===== src/rtl/asfc_pkg.sv =====
`timescale 1ns / 1ps
// shared constants and codes for the audio sample format converter
// no dependencies; used by asfc_decode, asfc_pack and the top level
package asfc_pkg;

    localparam int unsigned WORD_W   = 32;
    localparam int unsigned SAMPLE_W = 33;

    // input encodings
    localparam logic [1:0] ENC_U8_MIX   = 2'd0;
    localparam logic [1:0] ENC_S16_PAIR = 2'd1;
    localparam logic [1:0] ENC_S32_MONO = 2'd2;
    localparam logic [1:0] ENC_NONE     = 2'd3;

    // output formats
    localparam logic [2:0] FMT_INT16   = 3'd0;
    localparam logic [2:0] FMT_INT32   = 3'd1;
    localparam logic [2:0] FMT_UINT8   = 3'd2;
    localparam logic [2:0] FMT_FLOAT32 = 3'd3;
    localparam logic [2:0] FMT_ZEROS   = 3'd4;

    // register indexes
    localparam logic [3:0] REG_INPUT_ENCODING = 4'd0;
    localparam logic [3:0] REG_OUTPUT_FORMAT  = 4'd1;

    // reset values
    localparam logic [1:0] ENC_RESET = ENC_S16_PAIR;
    localparam logic [2:0] FMT_RESET = FMT_INT16;

    // 2^29 = 127 * MIX_K + 2
    localparam logic [22:0] MIX_K     = 23'd4227330;
    // floor(y / 127) = (y * RECIP_127) >> 19 for y < 4096
    localparam logic [12:0] RECIP_127 = 13'd4129;
    localparam logic [31:0] Q_ONE     = 32'h8000_0000;
    localparam logic [14:0] SCALE_S16 = 15'd32767;
    localparam logic signed [7:0] SCALE_U8 = 8'sd127;
    localparam logic [7:0] U8_BIAS   = 8'd128;

    localparam logic [3:0] BYTES_U8  = 4'd2;
    localparam logic [3:0] BYTES_S16 = 4'd4;
    localparam logic [3:0] BYTES_WIDE = 4'd8;

endpackage


===== src/rtl/asfc_decode.sv =====
`timescale 1ns / 1ps
// two-stage decoder: source frame word to clamped q31 left and right samples
// depends on asfc_pkg
module asfc_decode
(
    input  logic                                   clk,
    input  logic                                   en,
    input  logic [1:0]                             enc,
    input  logic [asfc_pkg::WORD_W-1:0]            word,
    output logic signed [asfc_pkg::SAMPLE_W-1:0]   left,
    output logic signed [asfc_pkg::SAMPLE_W-1:0]   right
);

    logic [9:0]         byte_sum;
    logic signed [10:0] mix_s;
    logic               mix_neg;
    logic [9:0]         mix_abs;
    logic [10:0]        mix_mag;
    logic [11:0]        fine_num;
    logic [33:0]        coarse_prod;
    logic [24:0]        fine_prod;

    logic [1:0]                      enc_reg;
    logic                            neg_reg;
    logic [asfc_pkg::WORD_W-1:0]     word_reg;
    logic [33:0]                     coarse_reg;
    logic [5:0]                      fine_reg;

    logic [33:0]                          mix_q;
    logic [31:0]                          mix_qc;
    logic signed [asfc_pkg::SAMPLE_W-1:0] mix_v;
    logic signed [asfc_pkg::SAMPLE_W-1:0] left_next;
    logic signed [asfc_pkg::SAMPLE_W-1:0] right_next;
    logic signed [asfc_pkg::SAMPLE_W-1:0] left_reg;
    logic signed [asfc_pkg::SAMPLE_W-1:0] right_reg;

    // stage 1: byte mix and constant multiplies
    always_comb
    begin
        byte_sum    = 10'(word[7:0]) + 10'(word[15:8]) + 10'(word[23:16]) + 10'(word[31:24]);
        mix_s       = $signed({1'b0, byte_sum}) - 11'sd512;
        mix_neg     = mix_s[10];
        mix_abs     = mix_neg ? 10'(-mix_s) : mix_s[9:0];
        mix_mag     = {mix_abs, 1'b0} + 11'(mix_abs);
        fine_num    = {mix_mag, 1'b0} + 12'd63;
        coarse_prod = 34'(mix_mag) * 34'(asfc_pkg::MIX_K);
        fine_prod   = 25'(fine_num) * 25'(asfc_pkg::RECIP_127);
    end

    always_ff @(posedge clk)
    begin
        if (en)
        begin
            enc_reg    <= enc;
            neg_reg    <= mix_neg;
            word_reg   <= word;
            coarse_reg <= coarse_prod;
            fine_reg   <= fine_prod[24:19];
        end
    end

    // stage 2: finish the mix, clamp, select encoding
    always_comb
    begin
        mix_q  = coarse_reg + 34'(fine_reg);
        mix_qc = (mix_q > 34'(asfc_pkg::Q_ONE)) ? asfc_pkg::Q_ONE : mix_q[31:0];
        mix_v  = neg_reg ? -$signed({1'b0, mix_qc}) : $signed({1'b0, mix_qc});
        unique case (enc_reg)
            asfc_pkg::ENC_U8_MIX:
            begin
                left_next  = mix_v;
                right_next = mix_v;
            end
            asfc_pkg::ENC_S16_PAIR:
            begin
                left_next  = $signed({{1{word_reg[15]}}, word_reg[15:0], 16'd0});
                right_next = $signed({{1{word_reg[31]}}, word_reg[31:16], 16'd0});
            end
            asfc_pkg::ENC_S32_MONO:
            begin
                left_next  = $signed({word_reg[31], word_reg});
                right_next = $signed({word_reg[31], word_reg});
            end
            asfc_pkg::ENC_NONE:
            begin
                left_next  = '0;
                right_next = '0;
            end
            default:
            begin
                left_next  = '0;
                right_next = '0;
            end
        endcase
    end

    always_ff @(posedge clk)
    begin
        if (en)
        begin
            left_reg  <= left_next;
            right_reg <= right_next;
        end
    end

    assign left  = left_reg;
    assign right = right_reg;

endmodule


===== src/rtl/asfc_pack.sv =====
`timescale 1ns / 1ps
// two-stage packer: q31 sample to int16, int32, uint8, float32 or zeros
// depends on asfc_pkg
module asfc_pack
(
    input  logic                                   clk,
    input  logic                                   en,
    input  logic [2:0]                             fmt,
    input  logic signed [asfc_pkg::SAMPLE_W-1:0]   sample,
    output logic [asfc_pkg::WORD_W-1:0]            word
);

    logic                sign;
    logic [31:0]         mag;
    logic [4:0]          lz;
    logic [46:0]         prod16;
    logic signed [40:0]  prod8;

    logic [2:0]          fmt_reg;
    logic                sign_reg;
    logic [31:0]         mag_reg;
    logic [4:0]          lz_reg;
    logic [15:0]         p16_reg;
    logic signed [9:0]   p8_reg;

    logic [31:0] norm;
    logic        round_up;
    logic [24:0] mant;
    logic [7:0]  expo;
    logic [22:0] frac;
    logic [31:0] q32;
    logic [15:0] s16;
    logic [9:0]  u8;
    logic [asfc_pkg::WORD_W-1:0] word_next;
    logic [asfc_pkg::WORD_W-1:0] word_reg;

    // stage 3: magnitude, leading zeros, scale multiplies
    always_comb
    begin
        sign   = sample[asfc_pkg::SAMPLE_W-1];
        mag    = sign ? 32'(-sample) : sample[31:0];
        lz     = 5'd0;
        for (int i = 0; i < 32; i++)
        begin
            if (mag[i])
            begin
                lz = 5'(31 - i);
            end
        end
        prod16 = 47'(mag) * 47'(asfc_pkg::SCALE_S16);
        prod8  = 41'(sample) * 41'(asfc_pkg::SCALE_U8);
    end

    always_ff @(posedge clk)
    begin
        if (en)
        begin
            fmt_reg  <= fmt;
            sign_reg <= sign;
            mag_reg  <= mag;
            lz_reg   <= lz;
            p16_reg  <= prod16[46:31];
            p8_reg   <= prod8[40:31];
        end
    end

    // stage 4: normalize and round, final format select
    always_comb
    begin
        norm     = mag_reg << lz_reg;
        round_up = norm[7] & ((|norm[6:0]) | norm[8]);
        mant     = {1'b0, norm[31:8]} + 25'(round_up);
        expo     = 8'd127 - 8'(lz_reg) + 8'(mant[24]);
        frac     = mant[24] ? mant[23:1] : mant[22:0];
        q32      = (mag_reg == 32'd0) ? 32'd0 : mag_reg - 32'd1;
        s16      = sign_reg ? -p16_reg : p16_reg;
        u8       = p8_reg + 10'(asfc_pkg::U8_BIAS);
        unique case (fmt_reg)
            asfc_pkg::FMT_INT16:   word_next = 32'(s16);
            asfc_pkg::FMT_INT32:   word_next = sign_reg ? -q32 : q32;
            asfc_pkg::FMT_UINT8:   word_next = 32'(u8[7:0]);
            asfc_pkg::FMT_FLOAT32:
            begin
                word_next = (mag_reg == 32'd0) ? 32'd0 : {sign_reg, expo, frac};
            end
            default:               word_next = '0;
        endcase
    end

    always_ff @(posedge clk)
    begin
        if (en)
        begin
            word_reg <= word_next;
        end
    end

    assign word = word_reg;

endmodule


===== src/rtl/audio_sample_format_converter_top.sv =====
`timescale 1ns / 1ps
// audio sample format converter: one source frame word in, one stereo frame out
// takes one item per cycle while the output is not stalled, through a four-stage pipeline
// (two decode stages and two pack stages); an item is registered in each stage in turn
// and the whole pipeline holds while the output item is not taken.
// depends on asfc_pkg, asfc_decode, asfc_pack
module audio_sample_format_converter_top
(
    input  logic        clk,
    input  logic        rst_n,
    input  logic        s_tvalid,
    output logic        s_tready,
    input  logic [31:0] s_tdata,    // frame_word
    output logic        m_tvalid,
    input  logic        m_tready,
    output logic [71:0] m_tdata,    // left_word, right_word, frame_bytes, zero pad
    input  logic        cfg_valid,
    output logic        cfg_ready,
    input  logic [3:0]  cfg_index,
    input  logic [7:0]  cfg_data
);

    logic        pipe_en;
    logic [1:0]  enc_reg;
    logic [2:0]  fmt_reg;
    logic        vld1_reg;
    logic        vld2_reg;
    logic        vld3_reg;
    logic        vld4_reg;
    logic [3:0]  bytes_next;
    logic [3:0]  bytes_reg;

    logic signed [asfc_pkg::SAMPLE_W-1:0] left_q;
    logic signed [asfc_pkg::SAMPLE_W-1:0] right_q;
    logic [asfc_pkg::WORD_W-1:0]          left_word;
    logic [asfc_pkg::WORD_W-1:0]          right_word;

    assign pipe_en   = !vld4_reg || m_tready;
    assign s_tready  = pipe_en;
    assign cfg_ready = 1'b1;

    always_ff @(posedge clk or negedge rst_n)
    begin
        if (!rst_n)
        begin
            enc_reg <= asfc_pkg::ENC_RESET;
            fmt_reg <= asfc_pkg::FMT_RESET;
        end
        else if (cfg_valid)
        begin
            if (cfg_index == asfc_pkg::REG_INPUT_ENCODING)
            begin
                enc_reg <= cfg_data[1:0];
            end
            else if (cfg_index == asfc_pkg::REG_OUTPUT_FORMAT)
            begin
                fmt_reg <= cfg_data[2:0];
            end
        end
    end

    always_ff @(posedge clk or negedge rst_n)
    begin
        if (!rst_n)
        begin
            vld1_reg <= 1'b0;
            vld2_reg <= 1'b0;
            vld3_reg <= 1'b0;
            vld4_reg <= 1'b0;
        end
        else if (pipe_en)
        begin
            vld1_reg <= s_tvalid;
            vld2_reg <= vld1_reg;
            vld3_reg <= vld2_reg;
            vld4_reg <= vld3_reg;
        end
    end

    asfc_decode u_decode
    (
        .clk    (clk),
        .en     (pipe_en),
        .enc    (enc_reg),
        .word   (s_tdata),
        .left   (left_q),
        .right  (right_q)
    );

    asfc_pack u_pack_left
    (
        .clk    (clk),
        .en     (pipe_en),
        .fmt    (fmt_reg),
        .sample (left_q),
        .word   (left_word)
    );

    asfc_pack u_pack_right
    (
        .clk    (clk),
        .en     (pipe_en),
        .fmt    (fmt_reg),
        .sample (right_q),
        .word   (right_word)
    );

    always_comb
    begin
        unique case (fmt_reg)
            asfc_pkg::FMT_INT16: bytes_next = asfc_pkg::BYTES_S16;
            asfc_pkg::FMT_UINT8: bytes_next = asfc_pkg::BYTES_U8;
            default:             bytes_next = asfc_pkg::BYTES_WIDE;
        endcase
    end

    always_ff @(posedge clk)
    begin
        if (pipe_en)
        begin
            bytes_reg <= bytes_next;
        end
    end

    assign m_tvalid = vld4_reg;
    assign m_tdata  = {4'd0, bytes_reg, right_word, left_word};

    // an item taken while the pipeline keeps moving reaches the output once it has passed the remaining stages
    assert property (@(posedge clk) disable iff (!rst_n)
        (s_tvalid && s_tready ##1 pipe_en ##1 pipe_en ##1 pipe_en) |=> m_tvalid)
    else $error("item lost in pipeline");

    assert property (@(posedge clk) disable iff (!rst_n)
        m_tvalid |-> (m_tdata[67:64] == asfc_pkg::BYTES_U8 ||
                      m_tdata[67:64] == asfc_pkg::BYTES_S16 ||
                      m_tdata[67:64] == asfc_pkg::BYTES_WIDE))
    else $error("bad frame byte count");

    assert property (@(posedge clk) disable iff (!rst_n)
        (m_tvalid && m_tdata[67:64] == asfc_pkg::BYTES_U8) |->
        (m_tdata[31:8] == 24'd0 && m_tdata[7:0] != 8'd0 &&
         m_tdata[63:40] == 24'd0 && m_tdata[39:32] != 8'd0))
    else $error("uint8 sample out of range");

endmodule


===== config.mk =====
export PLATFORM = sky130hd
export DESIGN_NAME = audio_sample_format_converter_top
export DESIGN_NICKNAME = d
export VERILOG_FILES = /design/src/rtl/asfc_pkg.sv /design/src/rtl/asfc_decode.sv /design/src/rtl/asfc_pack.sv /design/src/rtl/audio_sample_format_converter_top.sv
export SDC_FILE = /design/constraint.sdc
export NUM_CORES = 2
export LEC_CHECK = 0
export ABC_AREA = 1
export BUFFER_PORTS_ARGS = -buffer_cell sky130_fd_sc_hd__buf_2
export CORE_MARGIN = 5
export CORE_UTILIZATION = 39
export CTS_CLUSTER_DIAMETER = 150
export CTS_CLUSTER_SIZE = 40
export DETAILED_ROUTE_END_ITERATION = 7
export REMOVE_ABC_BUFFERS = 1
export SYNTH_ARGS = -nofsm -noshare
export SYNTH_HDL_FRONTEND = slang
export SYNTH_SLANG_ARGS = --single-unit
export TNS_END_PERCENT = 50

===== constraint.sdc =====
create_clock -name clk -period 16.7 [get_ports clk]
set_clock_uncertainty 0.15 [all_clocks]
set_input_delay 2.505 -clock clk [delete_from_list [all_inputs] [get_ports clk]]
set_output_delay 2.505 -clock clk [all_outputs]
set_load 0.1 [all_outputs]

== Word level (Yosys, flattened, before mapping) ==
Index checks and enable logic that the tools add are counted.

* Add/subtract/negate cells: 25
* Multiply operators: 6
* Magnitude comparators: 1
* Equality and inequality tests: 8
* Shift operators: 2
* Muxes and demuxes: 82
* Bitwise logic cells: 5
* Reductions and logical operators: 20

{| class="wikitable"
|+ Operators with widths
! cell !! number
|-
| two-way mux 32 bit || 9
|-
| one-hot mux 33 bit (4 select lines) || 2
|-
| one-hot mux 32 bit (4 select lines) || 2
|-
| two-way mux 5 bit || 32
|-
| negation 32 bit || 4
|-
| multiplier 32 x 15 -> 47 bit (second input constant) || 2
|-
| multiplier 33 x 8 -> 39 bit (second input constant) || 2
|-
| zero test 32 bit || 2
|-
| two-way mux 4 bit || 16
|-
| << shifter 32 x 5 -> 32 bit || 2
|-
| subtractor 32 x 1 -> 32 bit (second input constant) || 2
|-
| adder 24 x 1 -> 25 bit || 2
|-
| two-way mux 23 bit || 2
|-
| adder 34 x 6 -> 34 bit || 1
|-
| greater-than comparator 34 x 32 -> 1 bit (second input constant) || 1
|-
| multiplier 11 x 22 -> 33 bit (second input constant) || 1
|-
| two-way mux 33 bit || 1
|-
| negation 32 -> 33 bit || 1
|-
| two-way mux 16 bit || 2
|-
| negation 16 bit || 2
|-
| OR reduction 16 bit || 2
|-
| multiplier 12 x 13 -> 25 bit (second input constant) || 1
|-
| two-way mux 3 bit || 8
|-
| adder 10 x 8 -> 10 bit || 2
|-
| 31 further kinds || 48
|}

* Bits in registers: 344
* Bits of input ports: 49
* Output and inout bits: 75
* Word-level logic and storage cells: 184

== Longest topological paths before layout ==
* Depth after elaboration: 33
* Gate-level depth with buffers: 54
* Gate-level depth less buffers: 53

== Modules after synthesis ==
From an unflattened synthesis, not the netlist that was laid out.

* Cell total of the unflattened synthesis: 6871
* Area total of the unflattened synthesis: 57253.7 um^2

{| class="wikitable"
|+ By module, submodules not included
! module !! times used !! cells an instance !! area an instance (um^2) !! sequential area each (um^2)
|-
| asfc_pack (u_pack_left) || 1 || 2794 || 23348.6 || 2912.8
|-
| asfc_pack (u_pack_right) || 1 || 2723 || 23158.5 || 2912.8
|-
| asfc_decode || 1 || 1297 || 10183.5 || 3723.6
|-
| audio_sample_format_converter_top || 1 || 57 || 563.0 || 316.6
|}

== Least setup slack after synthesis ==
OpenSTA, ideal clock, no wires.

* Kind: input to output
* From: input m_tready
* To: output s_tready
* Data arrival time: 9896 ps
* Required time: 14045 ps
* Path slack: 4149 ps
* Stages on the path: 2
* Path buffers: 0
* Cells stage by stage: inv_1 -> nand2_1

* Word-level cells in the longest chain between the ends: 1

{| class="wikitable"
|+ RTL lines
! element !! line !! source
|-
| start: declaration || audio_sample_format_converter_top.sv:15 || <nowiki>input logic m_tready,</nowiki>
|-
| logical OR 1 bit || audio_sample_format_converter_top.sv:38 || <nowiki>assign pipe_en = !vld4_reg || m_tready;</nowiki>
|-
| end: declaration || audio_sample_format_converter_top.sv:12 || <nowiki>output logic s_tready,</nowiki>
|}

Every way passes these cells.

== Final worst setup path ==
* From: input s_tdata[0]
* To: register u_decode.fine_reg[4] (data pin)

* Word-level cells in the longest chain between the ends: 9

{| class="wikitable"
|+ RTL lines
! element !! line !! source
|-
| start: declaration || audio_sample_format_converter_top.sv:13 || <nowiki>input logic [31:0] s_tdata,</nowiki>
|-
| adder 8 x 8 -> 9 bit (*) || asfc_decode.sv:40 || <nowiki>byte_sum = 10'(word[7:0]) + 10'(word[15:8]) + 10'(word[23:16]) + 10'(word[31:24]);</nowiki>
|-
| adder 10 x 8 -> 10 bit (*) (2 in series) || asfc_decode.sv:40 ||
|-
| subtractor 10 x 10 -> 11 bit (*) || asfc_decode.sv:41 || <nowiki>mix_s = $signed({1'b0, byte_sum}) - 11'sd512;</nowiki>
|-
| negation 10 bit || asfc_decode.sv:43 || <nowiki>mix_abs = mix_neg ? 10'(-mix_s) : mix_s[9:0];</nowiki>
|-
| two-way mux 10 bit (*) || asfc_decode.sv:43 ||
|-
| adder 11 x 10 -> 11 bit (*) || asfc_decode.sv:44 || <nowiki>mix_mag = {mix_abs, 1'b0} + 11'(mix_abs);</nowiki>
|-
| adder 12 x 6 -> 12 bit (*) || asfc_decode.sv:45 || <nowiki>fine_num = {mix_mag, 1'b0} + 12'd63;</nowiki>
|-
| multiplier 12 x 13 -> 25 bit (*) || asfc_decode.sv:47 || <nowiki>fine_prod = 25'(fine_num) * 25'(asfc_pkg::RECIP_127);</nowiki>
|-
| net u_decode.fine_prod[23] || asfc_decode.sv:21 || <nowiki>logic [24:0] fine_prod;</nowiki>
|-
| end signal: assignment || asfc_decode.sv:58 || <nowiki>fine_reg <= fine_prod[24:19];</nowiki>
|-
| end: declaration || asfc_decode.sv:27 || <nowiki>logic [5:0] fine_reg;</nowiki>
|}

Mark *: on every way through the listed nets, which the timed path passes. The rest lies on a longest branch.
A chain may end at the register's enable or synchronous reset.

==> flow_summary.toml <==
[layout]
final_layout_size_suffix_gt1_share_pct = 5.13
num_antenna_cells = 0
nets = 7605
final_cells = 8115
synthToLayoutAreaGrowth_pct = 5.77

[floorplan]
rows = 135
dieArea_mm2 = 0.144
core-area_mm2 = 0.136
io_pins = 124
die_x_um = 379
start_util_pct = 39.2
die_h_um = 379

[synth]
ys.flop_type = "edfxtp_1"
netlist_area_mm2 = 0.0532
synth_top_cells_by_count = "inv_1, nand2_1, fa_1"
netlist.area_leader.share_pct = 27.9
syn_avg_cell_area_um2 = 8.50
ys_warn_count = 0
netlist_instances = 6264
synthArstFlopShare_pct = 2.76
synth-seq-cells = 326
synth-edff-count = 317
synth.most_common_cell = "inv_1"
synth_seq_area_share_pct = 18.3
synth.area.top_cells = "fa_1, edfxtp_1, ha_1, inv_1, nand2_1"
synth_top_cell_by_area = "fa_1"
synth.distinct_cells = 86

[route]
drt-pass1-iter-count = 5
wl_um = 151000
drt_iter0_drc = 2982
drt-vias-per-instance = 5.15
drc = 0
ant_nets = 0
wl_per_cell_um = 18.6
vias = 41771

[clock_network]
insertion_delay_ps = 570
cts_tree = "built"
postCtsSetupRepairBufs = 0
cts_resized = 0
hold_buffers = 0
cts_num_sinks = 326
clock_path_buffers = 3
clkTransAtPathRegs_ps = 130
root_buffer = "clkbuf_16"
cts_made_buffers = 14
h-tree-depth = 1

[placement]
gp_congestion = 0.959
hpwl_um = 131000
dp.cells = 8091
port_buffers = 112

[global_route]
antenna_found_initial = 3
grt_overflow = 0
grt_max_degree = 78
grt_pass1_wl_um = 241000
first_global_vias = 42965
grt_use_total_pct = 21.3

[worst_setup_path]
critPathMaxStageDelay_ps = 630
crit_type = "input port to register"
startpoint_type = "input port"
cp.required_ps = 16880
reg2reg_slack_ps = 6400
timing.rr.end = "u_pack_right.p16_reg[14]$_DFFE_PP_"
cpMostUsedCell = "nand2_1"
worstRegToRegCells = 38
cp_slowest_cell = "a21oi_1"
r2r_start = "u_decode.right[0]$_DFFE_PP_"
cp_data_arrival_time_ps = 11360
cp_max_fo = 11
crit_path_end_kind = "register"

[timing]
fin_crit_sh_pct = 66.9
slew_headroom_pct = 19.3
tns_ps = 0
hold_violations = 0
fin_crit_ps = 11180
max_slew.worst_pin.slew_ps = 1210
finalSetupViolations = 0
clock.fmax_ghz = 0.0895
rsz0062_at_grt = "no"
final_max_slew_viol_count = 0

[run]
drv_cap = 0

[min_path]
min_path_type = "register to register"
min_path_cells = 2
hold_end = "m_tvalid$_DFFE_PN0P_"
min_from = "vld3_reg$_DFFE_PN0P_"

[status]
status = "finished clean"
==> critical path, delay by kind of cell <==
family / cells / cell delay, ps
AO/OA/AOI/OAI: 11 / 2020
XOR/XNOR: 3 / 1060
adder cells (fa/ha/maj): 10 / 3230
buffers and inverters: 5 / 450
AND/OR/NAND/NOR: 19 / 2080
==> cell families after synthesis <==
logic type                 Yosys count  synth area share (%)
AOI/OAI and AO/OA                  945                  10.4
and+or+nand+nor                   2055                  16.8
muxes                               29                 0.552
DFF                                326                  18.3
xor gates and xnor gates           253                  4.19
other                                2                0.0141
adders and majority gates         1230                  39.4
buffers and inverters             1424                  10.3
==> metrics by stage <==
stage,util (%),cell area (µm²),setup WS (ps),hold WS [ps]
floorplan,-,52700,4150,270
detailed placement,41.1,55800,4900,291
finish,41.5,56300,5520,317
global placement,41.1,55800,4960,290
global route,41.5,56300,4780,348
CTS,41.5,56300,5460,325
==> final cells by class <==
type | count | area (µm²)
Fill cell | 13716 | 79300
Timing Repair Buffer | 152 | 861
Sequential cell | 326 | 9750
Inverter | 1314 | 4930
Clock buffer | 16 | 379
Tap cell | 1781 | 2230
Multi-Input combinational cell | 4518 | 38000
Clock inverter | 8 | 133
==> worst max path at each step <==
stage,slack [ps],to,start
after floorplan,4150,s_tready,m_tready
after global placement,4960,u_decode.fine_reg[4]$_DFFE_PP_,s_tdata[0]
after detailed placement,4900,u_decode.fine_reg[4]$_DFFE_PP_,s_tdata[0]
after CTS,5460,u_decode.fine_reg[4]$_DFFE_PP_,s_tdata[0]
after global routing,4780,u_decode.fine_reg[4]$_DFFE_PP_,s_tdata[0]
final,5520,u_decode.fine_reg[4]$_DFFE_PP_,s_tdata[0]
==> metal layers <==
| layer | track usage, % | share of wire, % | vias up |
|---|---|---|---|
| li1 | - | - | 20154 |
| met1 | 30.2 | 46 | 20352 |
| met2 | 35.2 | 46 | 1089 |
| met3 | 2.99 | 5.8 | 172 |
| met4 | 3.99 | 2.2 | 4 |
| met5 | 0 | 0.016 | - |
==> cell usage in the layout, fill, tap and decap left out, drive strengths merged, types with 8 or more instances in the layout <==
cell type and count:
ha 488, a21oi 266, o41ai 19, inv 1311, clkbuf 16, o2111ai 11, nor2 474, nand3 245
o221ai 22, dfrtp 8, or2 42, o211ai 34, a21boi 11, xnor2 62, nand2 1072, o21a 26
fa 742, nor3 95, a21o 21, xor2 191, o22ai 10, nand3b 14, o21bai 17, o31ai 19
a31oi 32, buf 152, nand4 70, mux2i 26, edfxtp 317, o21ai 418, clkinv 10, nor4 29
Power is left out: the tool's default activity adds up to more than one toggle a clock period on the data nets, which glitch-free logic cannot reach.
